**config.mk**
```make
export PLATFORM = sky130hd
export DESIGN_NAME = line_follow_pd_steering_flat
export DESIGN_NICKNAME = d
export VERILOG_FILES = /design/src/sv/lfpd_pkg.sv /design/src/sv/lfpd_sample_if.sv /design/src/sv/lfpd_cmd_if.sv /design/src/sv/line_follow_pd_steering.sv /design/src/sv/lfpd_regs.sv /design/src/sv/lfpd_front.sv /design/src/sv/lfpd_queue.sv /design/src/sv/lfpd_back.sv /design/src/flat_wrapper.sv
export SDC_FILE = /design/constraint.sdc
export NUM_CORES = 1
export LEC_CHECK = 0
export ABC_AREA = 0
export BUFFER_PORTS_ARGS = -buffer_cell sky130_fd_sc_hd__buf_2
export CORE_MARGIN = 5
export CORE_UTILIZATION = 35
export CTS_BUF_LIST = sky130_fd_sc_hd__clkbuf_4
export CTS_CLUSTER_SIZE = 14
export DETAILED_ROUTE_END_ITERATION = 6
export HOLD_SLACK_MARGIN = 0.03
export PLACE_DENSITY = 0.58
export SYNTH_ARGS = -nofsm -noshare
export SYNTH_HDL_FRONTEND = slang
export SYNTH_HIERARCHICAL = 1
export SYNTH_SLANG_ARGS = --single-unit
```
**constraint.sdc**
```tcl
create_clock -name clk_i -period 30.5 [get_ports clk_i]
set_clock_uncertainty 0.15 [all_clocks]
set_input_delay 6.1 -clock clk_i [delete_from_list [all_inputs] [get_ports clk_i]]
set_output_delay 6.1 -clock clk_i [all_outputs]
set_load 0.02 [all_outputs]
```
**src/sv/lfpd_pkg.sv**
```systemverilog
// ----------------------------------------------------------------------------
// lfpd_pkg
// Shared types, constants and register map of the line-follow PD steering block.
// ----------------------------------------------------------------------------
package lfpd_pkg;

  localparam int POS_W       = 13;
  localparam int GAIN_W      = 16;
  localparam int SPEED_W     = 8;
  localparam int ERR_W       = 14;
  localparam int DIFF_W      = 15;
  localparam int ACC_W       = 32;
  localparam int PD_W        = 16;
  localparam int LVL_W       = 17;
  localparam int TURN_CNT_W  = 11;
  localparam int CMD_W       = 2;

  localparam int PADDR_W     = 5;
  localparam int PDATA_W     = 32;

  localparam logic [TURN_CNT_W-1:0] MAX_TURNS = 11'd2000;

  localparam logic [POS_W-1:0] POS_LEFT_EXTREME  = 13'd0;
  localparam logic [POS_W-1:0] POS_RIGHT_EXTREME = 13'd7000;

  localparam int QUEUE_DEPTH = 2;
  localparam int QUEUE_AW    = (QUEUE_DEPTH > 1) ? $clog2(QUEUE_DEPTH) : 1;
  localparam int QUEUE_CW    = $clog2(QUEUE_DEPTH + 1);

  typedef enum logic [CMD_W-1:0] {
    CMD_FORWARD = 2'd0,
    CMD_LEFT    = 2'd1,
    CMD_RIGHT   = 2'd2
  } cmd_e;

  typedef enum logic [2:0] {
    REG_GOAL_POSITION = 3'd0,
    REG_PROP_GAIN     = 3'd1,
    REG_DERIV_GAIN    = 3'd2,
    REG_BASE_SPEED    = 3'd3,
    REG_MIN_SPEED     = 3'd4,
    REG_TURN_SPEED    = 3'd5,
    REG_CENTER_LOW    = 3'd6,
    REG_CENTER_HIGH   = 3'd7
  } reg_e;

  typedef enum logic {
    KIND_PD   = 1'b0,
    KIND_TURN = 1'b1
  } kind_e;

  typedef struct packed {
    logic [POS_W-1:0]   goal_position;
    logic [GAIN_W-1:0]  prop_gain;
    logic [GAIN_W-1:0]  deriv_gain;
    logic [SPEED_W-1:0] base_speed;
    logic [SPEED_W-1:0] min_speed;
    logic [SPEED_W-1:0] turn_speed;
    logic [POS_W-1:0]   center_low;
    logic [POS_W-1:0]   center_high;
  } cfg_t;

  typedef struct packed {
    kind_e            kind;
    logic [POS_W-1:0] pos;
    logic             turn_right;
    logic             extreme;
  } entry_t;

  function automatic cmd_e sharp_cmd(input logic right);
    sharp_cmd = right ? CMD_RIGHT : CMD_LEFT;
  endfunction

endpackage

```
**src/sv/lfpd_sample_if.sv**
```systemverilog
// ----------------------------------------------------------------------------
// lfpd_sample_if
// Valid/ready channel carrying one line-position sample.
// ----------------------------------------------------------------------------
interface lfpd_sample_if import lfpd_pkg::*; ();

  logic             valid;
  logic             ready;
  logic [POS_W-1:0] line_position;

  modport source (output valid, output line_position, input ready);
  modport sink   (input valid, input line_position, output ready);

endinterface

```
**src/sv/lfpd_cmd_if.sv**
```systemverilog
// ----------------------------------------------------------------------------
// lfpd_cmd_if
// Valid/ready channel carrying one drive command.
// ----------------------------------------------------------------------------
interface lfpd_cmd_if import lfpd_pkg::*; ();

  logic               valid;
  logic               ready;
  logic [CMD_W-1:0]   drive_command;
  logic [SPEED_W-1:0] first_speed;
  logic [SPEED_W-1:0] second_speed;
  logic               last_of_run;

  modport source (output valid, output drive_command, output first_speed,
                  output second_speed, output last_of_run, input ready);
  modport sink   (input valid, input drive_command, input first_speed,
                  input second_speed, input last_of_run, output ready);

endinterface

```
**src/sv/line_follow_pd_steering.sv**
```systemverilog
// ----------------------------------------------------------------------------
// line_follow_pd_steering
// PD steering controller for a differential-drive line follower.
//
//   channel    dir  handshake        payload
//   sample_i   in   valid/ready      line_position
//   command_o  out  valid/ready      drive_command, first/second_speed,
//                                    last_of_run
//   apb        in   psel/penable     8 config registers at 4*i
//
// A forward request passes the execution side in order: operand load,
// two passes through the shared multiplier, then clamp and output; an extreme
// sample adds a further state for its sharp-turn command. A recovery turn is
// issued from idle; a dropped sample is not queued. Intake runs ahead via a
// 2-entry queue and stalls only when it is full; the output register holds a
// command until taken. Reset is asynchronous and needs no clearing pass.
// ----------------------------------------------------------------------------
module line_follow_pd_steering import lfpd_pkg::*; (
  input  logic               clk_i,
  input  logic               rst_ni,
  lfpd_sample_if.sink        sample_i,
  lfpd_cmd_if.source         command_o,
  input  logic               psel,
  input  logic               penable,
  input  logic               pwrite,
  input  logic [PADDR_W-1:0] paddr,
  input  logic [PDATA_W-1:0] pwdata,
  output logic [PDATA_W-1:0] prdata,
  output logic               pready
);

  cfg_t   cfg;
  logic   push, space, pop, q_valid;
  entry_t push_entry, head_entry;

  lfpd_regs u_regs (
    .clk_i   (clk_i),
    .rst_ni  (rst_ni),
    .psel    (psel),
    .penable (penable),
    .pwrite  (pwrite),
    .paddr   (paddr),
    .pwdata  (pwdata),
    .prdata  (prdata),
    .pready  (pready),
    .cfg_o   (cfg)
  );

  lfpd_front u_front (
    .clk_i    (clk_i),
    .rst_ni   (rst_ni),
    .cfg_i    (cfg),
    .sample_i (sample_i),
    .push_o   (push),
    .entry_o  (push_entry),
    .space_i  (space)
  );

  lfpd_queue u_queue (
    .clk_i   (clk_i),
    .rst_ni  (rst_ni),
    .push_i  (push),
    .entry_i (push_entry),
    .space_o (space),
    .pop_i   (pop),
    .valid_o (q_valid),
    .entry_o (head_entry)
  );

  lfpd_back u_back (
    .clk_i     (clk_i),
    .rst_ni    (rst_ni),
    .cfg_i     (cfg),
    .valid_i   (q_valid),
    .entry_i   (head_entry),
    .pop_o     (pop),
    .command_o (command_o)
  );

endmodule

```
**src/sv/lfpd_regs.sv**
```systemverilog
// ----------------------------------------------------------------------------
// lfpd_regs
// APB configuration register file.
// ----------------------------------------------------------------------------
module lfpd_regs import lfpd_pkg::*; (
  input  logic               clk_i,
  input  logic               rst_ni,
  input  logic               psel,
  input  logic               penable,
  input  logic               pwrite,
  input  logic [PADDR_W-1:0] paddr,
  input  logic [PDATA_W-1:0] pwdata,
  output logic [PDATA_W-1:0] prdata,
  output logic               pready,
  output cfg_t               cfg_o
);

  cfg_t cfg_q, cfg_d;
  reg_e idx;
  logic wr_en;

  assign pready = 1'b1;
  assign idx    = reg_e'(paddr[PADDR_W-1:2]);
  assign wr_en  = psel && penable && pwrite;

  always_comb begin
    cfg_d = cfg_q;
    if (wr_en) begin
      case (idx)
        REG_GOAL_POSITION: cfg_d.goal_position = pwdata[POS_W-1:0];
        REG_PROP_GAIN:     cfg_d.prop_gain     = pwdata[GAIN_W-1:0];
        REG_DERIV_GAIN:    cfg_d.deriv_gain    = pwdata[GAIN_W-1:0];
        REG_BASE_SPEED:    cfg_d.base_speed    = pwdata[SPEED_W-1:0];
        REG_MIN_SPEED:     cfg_d.min_speed     = pwdata[SPEED_W-1:0];
        REG_TURN_SPEED:    cfg_d.turn_speed    = pwdata[SPEED_W-1:0];
        REG_CENTER_LOW:    cfg_d.center_low    = pwdata[POS_W-1:0];
        REG_CENTER_HIGH:   cfg_d.center_high   = pwdata[POS_W-1:0];
        default: ;
      endcase
    end
  end

  always_comb begin
    case (idx)
      REG_GOAL_POSITION: prdata = PDATA_W'(cfg_q.goal_position);
      REG_PROP_GAIN:     prdata = PDATA_W'(cfg_q.prop_gain);
      REG_DERIV_GAIN:    prdata = PDATA_W'(cfg_q.deriv_gain);
      REG_BASE_SPEED:    prdata = PDATA_W'(cfg_q.base_speed);
      REG_MIN_SPEED:     prdata = PDATA_W'(cfg_q.min_speed);
      REG_TURN_SPEED:    prdata = PDATA_W'(cfg_q.turn_speed);
      REG_CENTER_LOW:    prdata = PDATA_W'(cfg_q.center_low);
      REG_CENTER_HIGH:   prdata = PDATA_W'(cfg_q.center_high);
      default:           prdata = '0;
    endcase
  end

  always_ff @(posedge clk_i or negedge rst_ni) begin
    if (!rst_ni) begin
      cfg_q.goal_position <= 13'd3500;
      cfg_q.prop_gain     <= 16'd1573;
      cfg_q.deriv_gain    <= 16'd6554;
      cfg_q.base_speed    <= 8'd65;
      cfg_q.min_speed     <= 8'd0;
      cfg_q.turn_speed    <= 8'd65;
      cfg_q.center_low    <= 13'd3200;
      cfg_q.center_high   <= 13'd3800;
    end else begin
      cfg_q <= cfg_d;
    end
  end

  assign cfg_o = cfg_q;

endmodule

```
**src/sv/lfpd_front.sv**
```systemverilog
// ----------------------------------------------------------------------------
// lfpd_front
// Sample intake: tracks recovery mode and classifies each request.
// ----------------------------------------------------------------------------
module lfpd_front import lfpd_pkg::*; (
  input  logic               clk_i,
  input  logic               rst_ni,
  input  cfg_t               cfg_i,
  lfpd_sample_if.sink        sample_i,
  output logic               push_o,
  output entry_t             entry_o,
  input  logic               space_i
);

  logic                  recov_q, recov_d;
  logic                  right_q, right_d;
  logic [TURN_CNT_W-1:0] turns_q, turns_d;
  logic                  accept;
  logic                  centered;
  logic                  extreme;
  logic                  at_right;
  logic [POS_W-1:0]      pos;

  assign sample_i.ready = space_i;
  assign accept   = sample_i.valid && space_i;
  assign pos      = sample_i.line_position;
  assign at_right = (pos == POS_RIGHT_EXTREME);
  assign extreme  = (pos == POS_LEFT_EXTREME) || at_right;
  assign centered = (pos > cfg_i.center_low) && (pos < cfg_i.center_high);

  always_comb begin
    recov_d = recov_q;
    right_d = right_q;
    turns_d = turns_q;
    push_o  = 1'b0;
    entry_o.kind       = KIND_PD;
    entry_o.pos        = pos;
    entry_o.turn_right = at_right;
    entry_o.extreme    = extreme;
    if (accept) begin
      if (recov_q) begin
        if (centered || (turns_q >= MAX_TURNS)) begin
          recov_d = 1'b0;
          turns_d = '0;
        end else begin
          turns_d            = turns_q + 1'b1;
          push_o             = 1'b1;
          entry_o.kind       = KIND_TURN;
          entry_o.turn_right = right_q;
          entry_o.extreme    = 1'b0;
        end
      end else begin
        push_o = 1'b1;
        if (extreme) begin
          right_d = at_right;
          recov_d = 1'b1;
          turns_d = TURN_CNT_W'(1);
        end
      end
    end
  end

  always_ff @(posedge clk_i or negedge rst_ni) begin
    if (!rst_ni) begin
      recov_q <= 1'b0;
      right_q <= 1'b0;
      turns_q <= '0;
    end else begin
      recov_q <= recov_d;
      right_q <= right_d;
      turns_q <= turns_d;
    end
  end

endmodule

```
**src/sv/lfpd_queue.sv**
```systemverilog
// ----------------------------------------------------------------------------
// lfpd_queue
// Short FIFO of classified requests between intake and execution.
// ----------------------------------------------------------------------------
module lfpd_queue import lfpd_pkg::*; (
  input  logic   clk_i,
  input  logic   rst_ni,
  input  logic   push_i,
  input  entry_t entry_i,
  output logic   space_o,
  input  logic   pop_i,
  output logic   valid_o,
  output entry_t entry_o
);

  entry_t                mem_q [QUEUE_DEPTH];
  logic [QUEUE_AW-1:0]   wr_ptr_q, rd_ptr_q;
  logic [QUEUE_CW-1:0]   count_q;
  logic                  do_push, do_pop;

  assign space_o = (count_q != QUEUE_CW'(QUEUE_DEPTH));
  assign valid_o = (count_q != '0);
  assign entry_o = mem_q[rd_ptr_q];
  assign do_push = push_i && space_o;
  assign do_pop  = pop_i && valid_o;

  function automatic logic [QUEUE_AW-1:0] next_ptr(input logic [QUEUE_AW-1:0] p);
    next_ptr = (p == QUEUE_AW'(QUEUE_DEPTH - 1)) ? '0 : p + 1'b1;
  endfunction

  always_ff @(posedge clk_i) begin
    if (do_push) begin
      mem_q[wr_ptr_q] <= entry_i;
    end
  end

  always_ff @(posedge clk_i or negedge rst_ni) begin
    if (!rst_ni) begin
      wr_ptr_q <= '0;
      rd_ptr_q <= '0;
      count_q  <= '0;
    end else begin
      if (do_push) begin
        wr_ptr_q <= next_ptr(wr_ptr_q);
      end
      if (do_pop) begin
        rd_ptr_q <= next_ptr(rd_ptr_q);
      end
      if (do_push && !do_pop) begin
        count_q <= count_q + 1'b1;
      end else if (do_pop && !do_push) begin
        count_q <= count_q - 1'b1;
      end
    end
  end

endmodule

```
**src/sv/lfpd_back.sv**
```systemverilog
// ----------------------------------------------------------------------------
// lfpd_back
// Execution: PD arithmetic on a shared multiplier, clamping and command output.
// ----------------------------------------------------------------------------
module lfpd_back import lfpd_pkg::*; (
  input  logic               clk_i,
  input  logic               rst_ni,
  input  cfg_t               cfg_i,
  input  logic               valid_i,
  input  entry_t             entry_i,
  output logic               pop_o,
  lfpd_cmd_if.source         command_o
);

  typedef enum logic [4:0] {
    ST_IDLE  = 5'b00001,
    ST_MULP  = 5'b00010,
    ST_MULD  = 5'b00100,
    ST_FIN   = 5'b01000,
    ST_TURN2 = 5'b10000
  } state_e;

  state_e st_q, st_d;

  logic signed [ERR_W-1:0]  prior_q, err_q;
  logic signed [DIFF_W-1:0] diff_q;
  logic signed [ACC_W-1:0]  acc_q, acc_d;
  logic                     ext_q, right_q;
  logic                     load;

  logic signed [ERR_W-1:0]  err_c;
  logic signed [DIFF_W-1:0] diff_c;
  logic signed [GAIN_W:0]   mul_a;
  logic signed [DIFF_W-1:0] mul_b;
  logic signed [ACC_W-1:0]  prod;
  logic signed [ACC_W-1:0]  adj;
  logic signed [PD_W-1:0]   pd;
  logic signed [LVL_W-1:0]  base_s, left_v, right_v;

  logic                     out_valid_q;
  logic [CMD_W-1:0]         out_cmd_q;
  logic [SPEED_W-1:0]       out_a_q, out_b_q;
  logic                     out_last_q;
  logic                     emit_ok, emit;
  cmd_e                     emit_cmd;
  logic [SPEED_W-1:0]       emit_a, emit_b;
  logic                     emit_last;

  function automatic logic [SPEED_W-1:0] clamp_speed(
    input logic signed [LVL_W-1:0] v,
    input logic [SPEED_W-1:0]      lo,
    input logic [SPEED_W-1:0]      hi
  );
    logic signed [LVL_W-1:0] t;
    t = v;
    if (t < $signed({{(LVL_W-SPEED_W){1'b0}}, lo})) t = $signed({{(LVL_W-SPEED_W){1'b0}}, lo});
    if (t > $signed({{(LVL_W-SPEED_W){1'b0}}, hi})) t = $signed({{(LVL_W-SPEED_W){1'b0}}, hi});
    clamp_speed = t[SPEED_W-1:0];
  endfunction

  assign err_c  = $signed({1'b0, cfg_i.goal_position}) - $signed({1'b0, entry_i.pos});
  assign diff_c = $signed({err_c[ERR_W-1], err_c}) - $signed({prior_q[ERR_W-1], prior_q});

  assign mul_a = (st_q == ST_MULP) ? $signed({1'b0, cfg_i.prop_gain})
                                   : $signed({1'b0, cfg_i.deriv_gain});
  assign mul_b = (st_q == ST_MULP) ? $signed({err_q[ERR_W-1], err_q}) : diff_q;
  assign prod  = ACC_W'(mul_a * mul_b);

  assign adj     = acc_q + (acc_q[ACC_W-1] ? $signed(ACC_W'(65535)) : $signed(ACC_W'(0)));
  assign pd      = adj[ACC_W-1 -: PD_W];
  assign base_s  = $signed({{(LVL_W-SPEED_W){1'b0}}, cfg_i.base_speed});
  assign left_v  = base_s - $signed({pd[PD_W-1], pd});
  assign right_v = base_s + $signed({pd[PD_W-1], pd});

  assign emit_ok = !out_valid_q || command_o.ready;

  always_comb begin
    st_d      = st_q;
    pop_o     = 1'b0;
    load      = 1'b0;
    emit      = 1'b0;
    emit_cmd  = CMD_FORWARD;
    emit_a    = cfg_i.base_speed;
    emit_b    = cfg_i.turn_speed;
    emit_last = 1'b1;
    acc_d     = acc_q;
    case (st_q)
      ST_IDLE: begin
        if (valid_i) begin
          if (entry_i.kind == KIND_PD) begin
            pop_o = 1'b1;
            load  = 1'b1;
            st_d  = ST_MULP;
          end else if (emit_ok) begin
            pop_o    = 1'b1;
            emit     = 1'b1;
            emit_cmd = sharp_cmd(entry_i.turn_right);
          end
        end
      end
      ST_MULP: begin
        acc_d = prod;
        st_d  = ST_MULD;
      end
      ST_MULD: begin
        acc_d = acc_q + prod;
        st_d  = ST_FIN;
      end
      ST_FIN: begin
        if (emit_ok) begin
          emit      = 1'b1;
          emit_cmd  = CMD_FORWARD;
          emit_a    = clamp_speed(left_v, cfg_i.min_speed, cfg_i.base_speed);
          emit_b    = clamp_speed(right_v, cfg_i.min_speed, cfg_i.base_speed);
          emit_last = !ext_q;
          st_d      = ext_q ? ST_TURN2 : ST_IDLE;
        end
      end
      ST_TURN2: begin
        if (emit_ok) begin
          emit     = 1'b1;
          emit_cmd = sharp_cmd(right_q);
          st_d     = ST_IDLE;
        end
      end
      default: st_d = ST_IDLE;
    endcase
  end

  always_ff @(posedge clk_i) begin
    acc_q <= acc_d;
    if (load) begin
      err_q   <= err_c;
      diff_q  <= diff_c;
      ext_q   <= entry_i.extreme;
      right_q <= entry_i.turn_right;
    end
    if (emit) begin
      out_cmd_q  <= emit_cmd;
      out_a_q    <= emit_a;
      out_b_q    <= emit_b;
      out_last_q <= emit_last;
    end
  end

  always_ff @(posedge clk_i or negedge rst_ni) begin
    if (!rst_ni) begin
      st_q        <= ST_IDLE;
      prior_q     <= '0;
      out_valid_q <= 1'b0;
    end else begin
      st_q <= st_d;
      if (load) begin
        prior_q <= err_c;
      end
      if (emit) begin
        out_valid_q <= 1'b1;
      end else if (command_o.ready) begin
        out_valid_q <= 1'b0;
      end
    end
  end

  assign command_o.valid         = out_valid_q;
  assign command_o.drive_command = out_cmd_q;
  assign command_o.first_speed   = out_a_q;
  assign command_o.second_speed  = out_b_q;
  assign command_o.last_of_run   = out_last_q;

endmodule

```
**src/flat_wrapper.sv**
```systemverilog
// flat-port wrapper written by rule: the top's interface ports become plain ports
module line_follow_pd_steering_flat import lfpd_pkg::*;
  (clk_i, rst_ni, psel, penable, pwrite, paddr, pwdata, prdata, pready, sample_i_valid, sample_i_line_position, sample_i_ready, command_o_valid, command_o_drive_command, command_o_first_speed, command_o_second_speed, command_o_last_of_run, command_o_ready);
  lfpd_sample_if sample_i_i ();
  lfpd_cmd_if command_o_i ();
  input  logic clk_i;
  input  logic rst_ni;
  input  logic psel;
  input  logic penable;
  input  logic pwrite;
  input  logic [PADDR_W-1:0] paddr;
  input  logic [PDATA_W-1:0] pwdata;
  output logic [PDATA_W-1:0] prdata;
  output logic pready;
  input wire logic [$bits(sample_i_i.valid)-1:0] sample_i_valid;
  input wire logic [$bits(sample_i_i.line_position)-1:0] sample_i_line_position;
  output wire logic [$bits(sample_i_i.ready)-1:0] sample_i_ready;
  output wire logic [$bits(command_o_i.valid)-1:0] command_o_valid;
  output wire logic [$bits(command_o_i.drive_command)-1:0] command_o_drive_command;
  output wire logic [$bits(command_o_i.first_speed)-1:0] command_o_first_speed;
  output wire logic [$bits(command_o_i.second_speed)-1:0] command_o_second_speed;
  output wire logic [$bits(command_o_i.last_of_run)-1:0] command_o_last_of_run;
  input wire logic [$bits(command_o_i.ready)-1:0] command_o_ready;
  assign sample_i_i.valid = sample_i_valid;
  assign sample_i_i.line_position = sample_i_line_position;
  assign sample_i_ready = sample_i_i.ready;
  assign command_o_valid = command_o_i.valid;
  assign command_o_drive_command = command_o_i.drive_command;
  assign command_o_first_speed = command_o_i.first_speed;
  assign command_o_second_speed = command_o_i.second_speed;
  assign command_o_last_of_run = command_o_i.last_of_run;
  assign command_o_i.ready = command_o_ready;
  line_follow_pd_steering u_core (.clk_i(clk_i), .rst_ni(rst_ni), .sample_i(sample_i_i), .command_o(command_o_i), .psel(psel), .penable(penable), .pwrite(pwrite), .paddr(paddr), .pwdata(pwdata), .prdata(prdata), .pready(pready));
endmodule
```
==> results of run 1 <==
worst max-delay path, cell delays in order:
cell,delay [ps]
buf_2,90
buf_4,310
nor2_1,630
a221oi_1,190
a31oi_1,280
buf_2,220
worst paths after layout:
kind | slack (ps) | endpoint | start
worst max register to register | 19020 | u_core/u_back/acc_q[30] | u_core/u_back/st_q[0]
worst min-delay path | 330 | u_core/u_queue/count_q[1] | u_core/u_queue/count_q[1]
worst min register to register | 330 | u_core/u_queue/count_q[1] | u_core/u_queue/count_q[1]
max in group asynchronous | 23590 | u_core/u_regs/cfg_o[41] | rst_ni
min in group asynchronous | 5110 | u_core/u_front/turns_q[7] | rst_ni
worst max-delay path | 16400 | prdata[9] | paddr[4]
through the flow:
step                      cell area, um^2  std cells
final                               27300       3745
after global routing                27300       3745
after CTS                           27300       3741
after detailed placement            26300       3607
after global placement              26300       3607
after floorplan                     25100       2652
routing by layer:
layer / vias up / share of wire, % / global-route usage, %
met5: - / 0 / 0
met4: 0 / 2.7 / 5.34
met3: 109 / 4.9 / 2.84
met2: 477 / 47 / 28.3
met1: 9233 / 45 / 22.8
li1: 9137 / - / -
kinds of logic after synthesis:
| group | Yosys count | share of synthesized area (%) |
|---|---|---|
| simple gates | 769 | 13.7 |
| fa+ha+maj | 453 | 28.2 |
| buf+inv | 447 | 7.43 |
| compound gates | 416 | 10.9 |
| flops | 246 | 27.1 |
| mux | 208 | 9.29 |
| xor+xnor | 96 | 3.36 |
| other cells | 2 | 0.0300 |
area by class of cell:
cell class / instances / area (um^2)
fill: 7213 / 44000
multi-input combinational: 1959 / 16500
sequential: 246 / 6770
inverter: 352 / 1320
tap: 950 / 1190
clock buffer: 105 / 788
timing repair buffer: 100 / 569
clock inverter: 29 / 168
antenna: 4 / 10.0
state kept, by name, indices dropped and copies added, names as in the netlist:
name	cells
u_core/u_front/turns_q	11
u_core/u_back/acc_q	32
u_core/u_back/command_o.valid	1
u_core/u_front/recov_q	1
u_core/u_front/right_q	1
u_core/u_back/st_q	5
u_core/u_back/right_q	1
u_core/u_back/command_o.last_of_run	1
u_core/u_queue/mem_q	32
u_core/u_back/ext_q	1
u_core/u_back/prior_q	14
u_core/u_regs/cfg_o	95
u_core/u_back/err_q	14
u_core/u_queue/count_q	2
u_core/u_back/diff_q	15
u_core/u_queue/wr_ptr_q	1
u_core/u_queue/rd_ptr_q	1
u_core/u_back/command_o.second_speed	8
u_core/u_back/command_o.first_speed	8
u_core/u_back/command_o.drive_command	2
cells in the final DEF, fill, tap and decap left out, drive strengths merged, types with 38 or more instances in the layout:
| cell | Yosys | layout |
|---|---|---|
| edfxtp | 114 | 114 |
| mux2 | 143 | 143 |
| dfrtp | 98 | 98 |
| xnor2 | 62 | 62 |
| a21oi | 101 | 101 |
| mux2i | 65 | 65 |
| a21o | 38 | 38 |
| inv | 352 | 355 |
| nand2 | 357 | 357 |
| ha | 267 | 267 |
| nor2 | 201 | 201 |
| o21ai | 114 | 114 |
| buf | 56 | 100 |
| clkbuf | 39 | 105 |
| fa | 186 | 186 |
==> metrics.csv, run 1 <==
stage,metric,value,unit
floorplanning,rows,98,
grt,antenna_found_initial,3,
finish,final_nets,3241,
floorplanning,start_util,35.1,%
sta,hold_ws,333,ps
synth,synth_area_leader_cell,fa_1,
critical_path,critPathMaxFanout,47,
clock_tree,clock_path_buffers,3,
min_path,whs_path_depth,1,
sta,final_hold_viol_count,0,
finish,final_util,38.3,%
sta,maxSlewViolCount,0,
grt,grt_overflow,0,
sta,tightest_slew,1180,ps
grt,grt_pass1_wl,105,mm
route,vias,18956,
synth,netlist_area,25000,um^2
finish,layout-drive-gt1-share,15.0,%
clock_tree,cts_setup_buffers,0,
synth,post-synth-top-count-cell,nand2_1,
synth,ys.flop_type,edfxtp_1,
route,via_per_inst,5.06,
placement,place_congestion,0.885,
sta,min_period_over_period,46.2,%
synth,yosysUniqueCellTypes,89,
clock_tree,clk_pin_slew,60,ps
route,wl_per_cell,17.7,um
critical_path,required,24250,ps
route,drtIter0Drc,1129,
floorplanning,die_area,76900,um^2
synth,yosysSeqAreaShare,27.1,%
synth,synth.area.top_cells,"fa_1 (15%), edfxtp_1 (14%), ha_1 (13%), dfrtp_1 (9.8%), mux2_2 (5.6%)",
critical_path,startpoint_type,primary input,
clock_tree,ctsRootBufferMaster,clkbuf_4,
clock_tree,hold_buffers,0,
floorplanning,num_io_pins,111,
clock_tree,cts.sinks,246,
clock_tree,clkLatencyLatePin,810,ps
clock_tree,cts_tree,built,
placement,post-place-ws,16400,ps
sta,max_freq,70.9,MHz
sta,finalSetupViolCount,0,
synth,synth_common_cells,"nand2_1 (355), inv_1 (352), ha_1 (267), nor2_1 (197), fa_1 (186)",
critical_path,end_kind,output pin,
route,drt_first_pass_iters,5,
route,post-route-drc-count,0,
synth,synth_edf_count,114,
clock_tree,htreeDepth,3,
synth,async_flop_share,53.7,%
sta,timing.final.ws_setup,16400,ps
finish,syn_to_final_growth,9.00,%
grt,grt_max_degree,73,
synth,avgSynthCellArea,9.49,um^2
sta,maxSlewHeadroom,19.1,%
outcome,status,completed,
floorplanning,die_x,277,um
sta,grt_setup_unrepaired,no,
placement,io_buffers,75,
sta,layout_min_cycle_time,14100,ps
clock_tree,cts_buffers,72,
critical_path,critical_path_class,in2out,
job,cap_viol_max_count,0,
floorplanning,core_area,71200,um^2
route,wl,66.4,mm
synth,synthCells,2637,
clock_tree,post_cts_resized,0,
synth,synth_top_area_share,14.9,%
synth,ys_warn_count,6,
critical_path,r2r_cells,33,
synth,ys_ff_latch,246,
critical_path,cp.arrival,7850,ps
min_path,hp-class,reg2reg,
sta,totalNegativeSetupSlack,0,ps
grt,grt_usage,17.0,%
route,postRouteAntennaNets,0,
grt,grt_pass1_vias,18984,
floorplanning,die_h,277,um
placement,place_hpwl,51.3,mm
Power of run 1 is not shown: default switching activity piles up to over one toggle a cycle in this logic, so the estimate is an artifact.
==> run 2, diff against run 1 <==
Settings changed: ABC_AREA 0 to 1, PLACE_DENSITY 0.58 to 0.6.
Clock period 30.5 ns to 12.8 ns, I/O delays scaled along.
==> metrics.csv, run 2 <==
stage,metric,value,unit,change
synth,ys_ff_latch,246,,unchanged
synth,avgSynthCellArea,7.74,um^2,-18%
critical_path,critPathMaxFanout,46,,-2.1%
placement,place_hpwl,56.2,mm,+9.5%
critical_path,crit_top_cell,fa_1,,
route,wl,71.7,mm,+8.0%
synth,synth_edf_count,114,,unchanged
floorplanning,start_util,35.1,%,about the same
clock_tree,cts_tree,built,,
sta,layout_min_cycle_time,9910,ps,
grt,grt_max_degree,77,,+5.5%
clock_tree,post_cts_resized,0,,unchanged
finish,final_common_cell,nand2_1,,
route,post-route-drc-count,0,,unchanged
route,via_per_inst,4.84,,-4.5%
synth,yosysUniqueCellTypes,67,,-25%
finish,syn_to_final_growth,8.67,%,
placement,place_congestion,0.895,,+1.1%
synth,yosysSeqAreaShare,25.5,%,-1.6 points
grt,grt_pass1_vias,21708,,+14%
sta,tightest_slew,1020,ps,-161 ps
route,postRouteAntennaNets,0,,unchanged
job,cap_viol_max_count,0,,unchanged
finish,layout_common_cells,"nand2_1 (859), inv_1 (624), nor2_1 (268)",,
clock_tree,clock_path_buffers,3,,unchanged
placement,io_buffers,75,,unchanged
sta,finalSetupViolCount,0,,unchanged
clock_tree,htreeDepth,3,,unchanged
synth,ys_warn_count,6,,unchanged
sta,totalNegativeSetupSlack,0,ps,unchanged
critical_path,critical_path_class,reg2reg,,
critical_path,critPathTopFamily,adder cells,,
synth,synthCells,3431,,+30%
sta,final_hold_viol_count,0,,unchanged
sta,min_period_over_period,77.4,%,
floorplanning,die_x,285,um,+2.9%
clock_tree,clk_pin_slew,70,ps,about the same
route,wl_per_cell,15.7,um,-12%
clock_tree,cts.sinks,246,,unchanged
synth,async_flop_share,53.7,%,unchanged
floorplanning,die_h,285,um,+2.9%
clock_tree,hold_buffers,0,,unchanged
floorplanning,rows,101,,+3.1%
sta,max_freq,101,MHz,
synth,netlist_area,26600,um^2,+6.2%
synth,post-synth-top-count-cell,nand2_1,,
critical_path,critPathBufInv,6,,+3
critical_path,required,13150,ps,-11100 ps
synth,synth.area.top_cells,"fa_1 (14%), edfxtp_1 (13%), ha_1 (13%), nand2_1 (12%), dfrtp_1 (9.2%)",,
critical_path,crit_slowest_cell,o21ai_0,,
floorplanning,num_io_pins,111,,unchanged
clock_tree,clkLatencyLatePin,830,ps,+20 ps
critical_path,max_stage_delay,660,ps,+30 ps
outcome,status,completed,,
floorplanning,core_area,75600,um^2,+6.1%
clock_tree,cts_buffers,76,,+5.6%
floorplanning,die_area,81500,um^2,+5.9%
route,drt_first_pass_iters,5,,unchanged
sta,maxSlewHeadroom,31.9,%,+13 points
grt,antenna_found_initial,2,,-1
finish,final_nets,4044,,+25%
grt,grt_pass1_wl,116,mm,+10%
grt,grt_usage,17.6,%,+0.56 points
critical_path,startpoint_type,flip-flop,,
finish,largest_reg_flops,95,,unchanged
route,vias,22126,,+17%
finish,layout-drive-gt1-share,11.9,%,-3.1 points
synth,synth_common_cells,"nand2_1 (859), inv_1 (624), nor2_1 (269), ha_1 (267), fa_1 (186)",,
critical_path,cp.arrival,10260,ps,+2410 ps
clock_tree,ctsRootBufferMaster,clkbuf_4,,
synth,synth_area_leader_cell,fa_1,,
synth,ys.flop_type,edfxtp_1,,
clock_tree,cts_setup_buffers,0,,unchanged
synth,synth_top_area_share,14.0,%,-0.86 points
sta,grt_setup_unrepaired,no,,
min_path,hp-class,reg2reg,,
critical_path,end_kind,flip-flop,,
grt,grt_overflow,0,,unchanged
sta,maxSlewViolCount,0,,unchanged
route,drtIter0Drc,1570,,+39%
[run 2: cell types whose count changed after synthesis, sizes merged, moves of 54 or more]
cell   before  now
mux2      143    0
o21ai     114  233
nand4      10   64
nand3      35  143
inv       352  644
nand2     357  903
nor2      201  289
mux2i      65    0
[run 2: cells by family after synthesis]
family	share of synthesized area [%]
simple gates	24.2
fa+ha+maj	26.6
compound gates	8.79
buf+inv	11.8
xor+xnor	3.13
other cells	0.0283
flops	25.5
[run 2: metrics by stage]
| step | hold WS (ps) | util (%) | instance area (um^2) | instances | worst slack (ps) |
|---|---|---|---|---|---|
| after floorplan | 303 | - | 26600 | 3446 | 4310 |
| after global placement | 317 | 36.8 | 27800 | 4434 | 3100 |
| after detailed placement | 322 | 36.8 | 27800 | 4434 | 2920 |
| after CTS | 332 | 38.2 | 28900 | 4572 | 2910 |
| after global routing | 349 | 38.2 | 28900 | 4575 | 2150 |
| final | 331 | 38.2 | 28900 | 4575 | 2890 |
[run 2: area by class of cell]
type | count | area [um^2]
clock inverters | 22 | 138
inverters | 654 | 2470
well taps | 978 | 1220
multi-input cells | 2446 | 16700
diodes | 3 | 7.51
fillers | 7952 | 46700
flip-flops and latches | 246 | 6770
repair buffers | 110 | 644
clock buffers | 116 | 871
[run 2: path summary, 6_finish.rpt]
check | slack (ps) | startpoint | cells after the start | endpoint
setup / recovery | 2890 | u_core/u_back/st_q[3] | 33 | u_core/u_back/acc_q[27]
hold / removal | 330 | u_core/u_regs/cfg_o[9] | 2 | u_core/u_regs/cfg_o[9]
setup reg to reg | 2890 | u_core/u_back/st_q[3] | 33 | u_core/u_back/acc_q[27]
hold reg to reg | 330 | u_core/u_regs/cfg_o[9] | 2 | u_core/u_regs/cfg_o[9]
max in group asynchronous | 9400 | rst_ni | 2 | u_core/u_back/command_o.valid
min in group asynchronous | 1540 | rst_ni | 1 | u_core/u_front/recov_q
[run 2: metal layers]
metal,track usage [%],vias up,part of all wire (%)
li1,-,11048,-
met5,0,-,0
met4,5.41,0,2.6
met3,2.57,111,5.0
met1,24.1,10431,46
met2,28.9,536,46
[run 2: worst register-to-register path, delay by kind of cell, from the launching register on]
family                     cells  cell delay [ps]
DFF                            1              410
buffers and inverters          6             1110
AOI/OAI and AO/OA             10             2600
and+or+nand+nor                9             1580
adders and majority gates      8             3810
Power of run 2 is left out for the same reason.
==> run 3, diff against run 2 <==
Settings changed: ABC_AREA 1 to 0, PLACE_DENSITY 0.6 to 0.58.
Clock period 12.8 ns to 10.2 ns, I/O delays scaled along.
==> metrics.csv, run 3 (synthesis gave the netlist of run 1 again) <==
stage,metric,value,unit,change
outcome,status,completed,,
sta,final_hold_viol_count,0,,unchanged
clock_tree,cts_buffers,71,,-6.6%
finish,nFillCells,7153,,-10%
finish,multiInputGateArea,16500,um^2,-1.5%
min_path,hp-class,reg2reg,,
clock_tree,cts.sinks,246,,unchanged
grt,antenna_found_initial,4,,+2
route,vias,19084,,-14%
grt,grt_max_degree,70,,-9.1%
route,wl_per_cell,17.5,um,+12%
critical_path,startpoint_type,flip-flop,,
floorplanning,num_io_pins,111,,unchanged
floorplanning,die_area,76900,um^2,-5.6%
sta,max_freq,103,MHz,+2.3%
critical_path,required,10580,ps,-2570 ps
critical_path,r2r_slack,510,ps,-2380 ps
sta,maxSlewViolCount,0,,unchanged
min_path,min_from,u_core/u_back/prior_q[0],,
sta,timing.final.ws_setup,512,ps,-2380 ps
critical_path,r2r-end,u_core/u_back/acc_q[31],,
placement,place_congestion,0.909,,+1.6%
route,wl_met3,4.05,mm,+14%
critical_path,critical_path_class,reg2reg,,
route,postRouteAntennaNets,0,,unchanged
critical_path,end_kind,flip-flop,,
clock_tree,ctsRootBufferMaster,clkbuf_4,,
critical_path,cp.arrival,10070,ps,-190 ps
grt,grt_usage,17.1,%,-0.46 points
finish,layout-drive-gt1-share,17.2,%,+5.3 points
critical_path,regToRegStartpoint,u_core/u_back/st_q[2],,
route,top_layer,met4,,
clock_tree,clk_pin_slew,70,ps,about the same
route,wl_met1,29.0,mm,-12%
job,cap_viol_max_count,0,,unchanged
placement,dpl-instance-area,26700,um^2,-3.9%
finish,seq_area,6770,um^2,unchanged
sta,totalNegativeSetupSlack,0,ps,unchanged
route,drtIter0Drc,1119,,-29%
sta,grt_setup_unrepaired,no,,
sta,layout_min_cycle_time,9690,ps,-223 ps
critical_path,max_stage_delay,540,ps,-120 ps
floorplanning,die_h,277,um,-2.8%
floorplanning,rows,98,,-3.0%
route,post-route-drc-count,0,,unchanged
finish,layout_common_cells,"inv_1 (351), nand2_1 (351), ha_1 (267)",,
clock_tree,clkLatencyLatePin,830,ps,about the same
sta,tightest_slew,1080,ps,+62.7 ps
floorplanning,start_util,35.1,%,about the same
min_path,worst_hold_path.endpoint,u_core/u_back/prior_q[0],,
clock_tree,htreeDepth,3,,unchanged
placement,post-place-ws,130,ps,-2790 ps
clock_tree,clock_path_buffers,3,,unchanged
floorplanning,core_area,71200,um^2,-5.7%
route,dr_wl_met2,31.4,mm,-5.7%
sta,finalSetupViolCount,0,,unchanged
finish,fin_area,27800,um^2,-3.7%
placement,io_buffers,75,,unchanged
grt,grt_pass1_vias,19110,,-12%
finish,final_nets,3295,,-19%
route,via_per_inst,5.02,,+3.9%
finish,final_util,39.0,%,+0.81 points
clock_tree,cts_tree,built,,
grt,grt_pass1_wl,106,mm,-9.1%
critical_path,critPathMaxFanout,17,,-63%
critical_path,r2r_cells,40,,+21%
route,wl,66.6,mm,-7.1%
sta,maxSlewHeadroom,27.8,%,-4.1 points
critical_path,crit_top_cell,inv_1,,
finish,largest_reg_flops,95,,unchanged
route,drt_first_pass_iters,5,,unchanged
placement,place_hpwl,52.5,mm,-6.5%
grt,grt_overflow,0,,unchanged
min_path,whs_path_depth,2,,unchanged
clock_tree,hold_buffers,0,,unchanged
critical_path,crit_slowest_cell,fa_1,,
floorplanning,die_x,277,um,-2.8%
finish,syn_to_final_growth,11.1,%,
sta,min_period_over_period,95.0,%,+18 points
-- run 3: cell count changes in the layout (fill, tap and decap cells not counted), moves of 41 or more --
cell,before,now
buf_4,35,76
inv_1,624,351
mux2_2,0,125
mux2i_1,0,63
nand2_1,859,351
nand3_1,127,34
nand4_1,64,10
nor2_1,268,196
o21ai_0,147,98
o21ai_1,62,16
-- run 3: final cells by class --
type                    instances  area share (%)
multi-input cells            1959            59.4
flip-flops and latches        246            24.4
inverters                     352            4.76
well taps                     950            4.28
repair buffers                155            3.68
clock buffers                 115            3.11
clock inverters                16           0.405
diodes                          6          0.0540
-- run 3: stage by stage --
stage,hold slack [ps],instances
6_report,349,3799
5_1_grt,377,3797
4_1_cts,354,3792
3_5_place_dp,340,3661
3_3_place_gp,325,3661
2_1_floorplan,306,2652
-- run 3: critical path: cells and delay by family (launching register included) --
family / cells / cell delay, ps
simple gates: 8 / 1140
buf+inv: 11 / 1240
flops: 1 / 450
xor+xnor: 2 / 300
compound gates: 11 / 2290
fa+ha+maj: 8 / 3830
-- run 3: metal layers --
metal	vias up	GRT usage, %
li1	9248	-
met1	9231	22.3
met3	118	3.46
met4	0	6.07
met5	-	0
met2	487	28.5
-- run 3: how the worst max path moves through the flow --
stage,start,endpoint,depth (start not counted)
2_1_floorplan,u_core/u_back/st_q[0],u_core/u_back/acc_q[30],38
3_3_place_gp,u_core/u_back/st_q[2],u_core/u_back/acc_q[30],38
3_5_place_dp,u_core/u_back/st_q[2],u_core/u_back/acc_q[30],34
4_1_cts,u_core/u_back/st_q[2],u_core/u_back/acc_q[30],34
5_1_grt,u_core/u_back/st_q[2],u_core/u_back/acc_q[30],37
6_report,u_core/u_back/st_q[2],u_core/u_back/acc_q[31],40
-- run 3: what timing repair did --
action	in CTS	in global routing
buffers inserted	0	1
gates resized for setup	0	14
hold endpoints to repair	0	0
setup endpoints to repair	0	4
Power of run 3 is left out for the same reason.
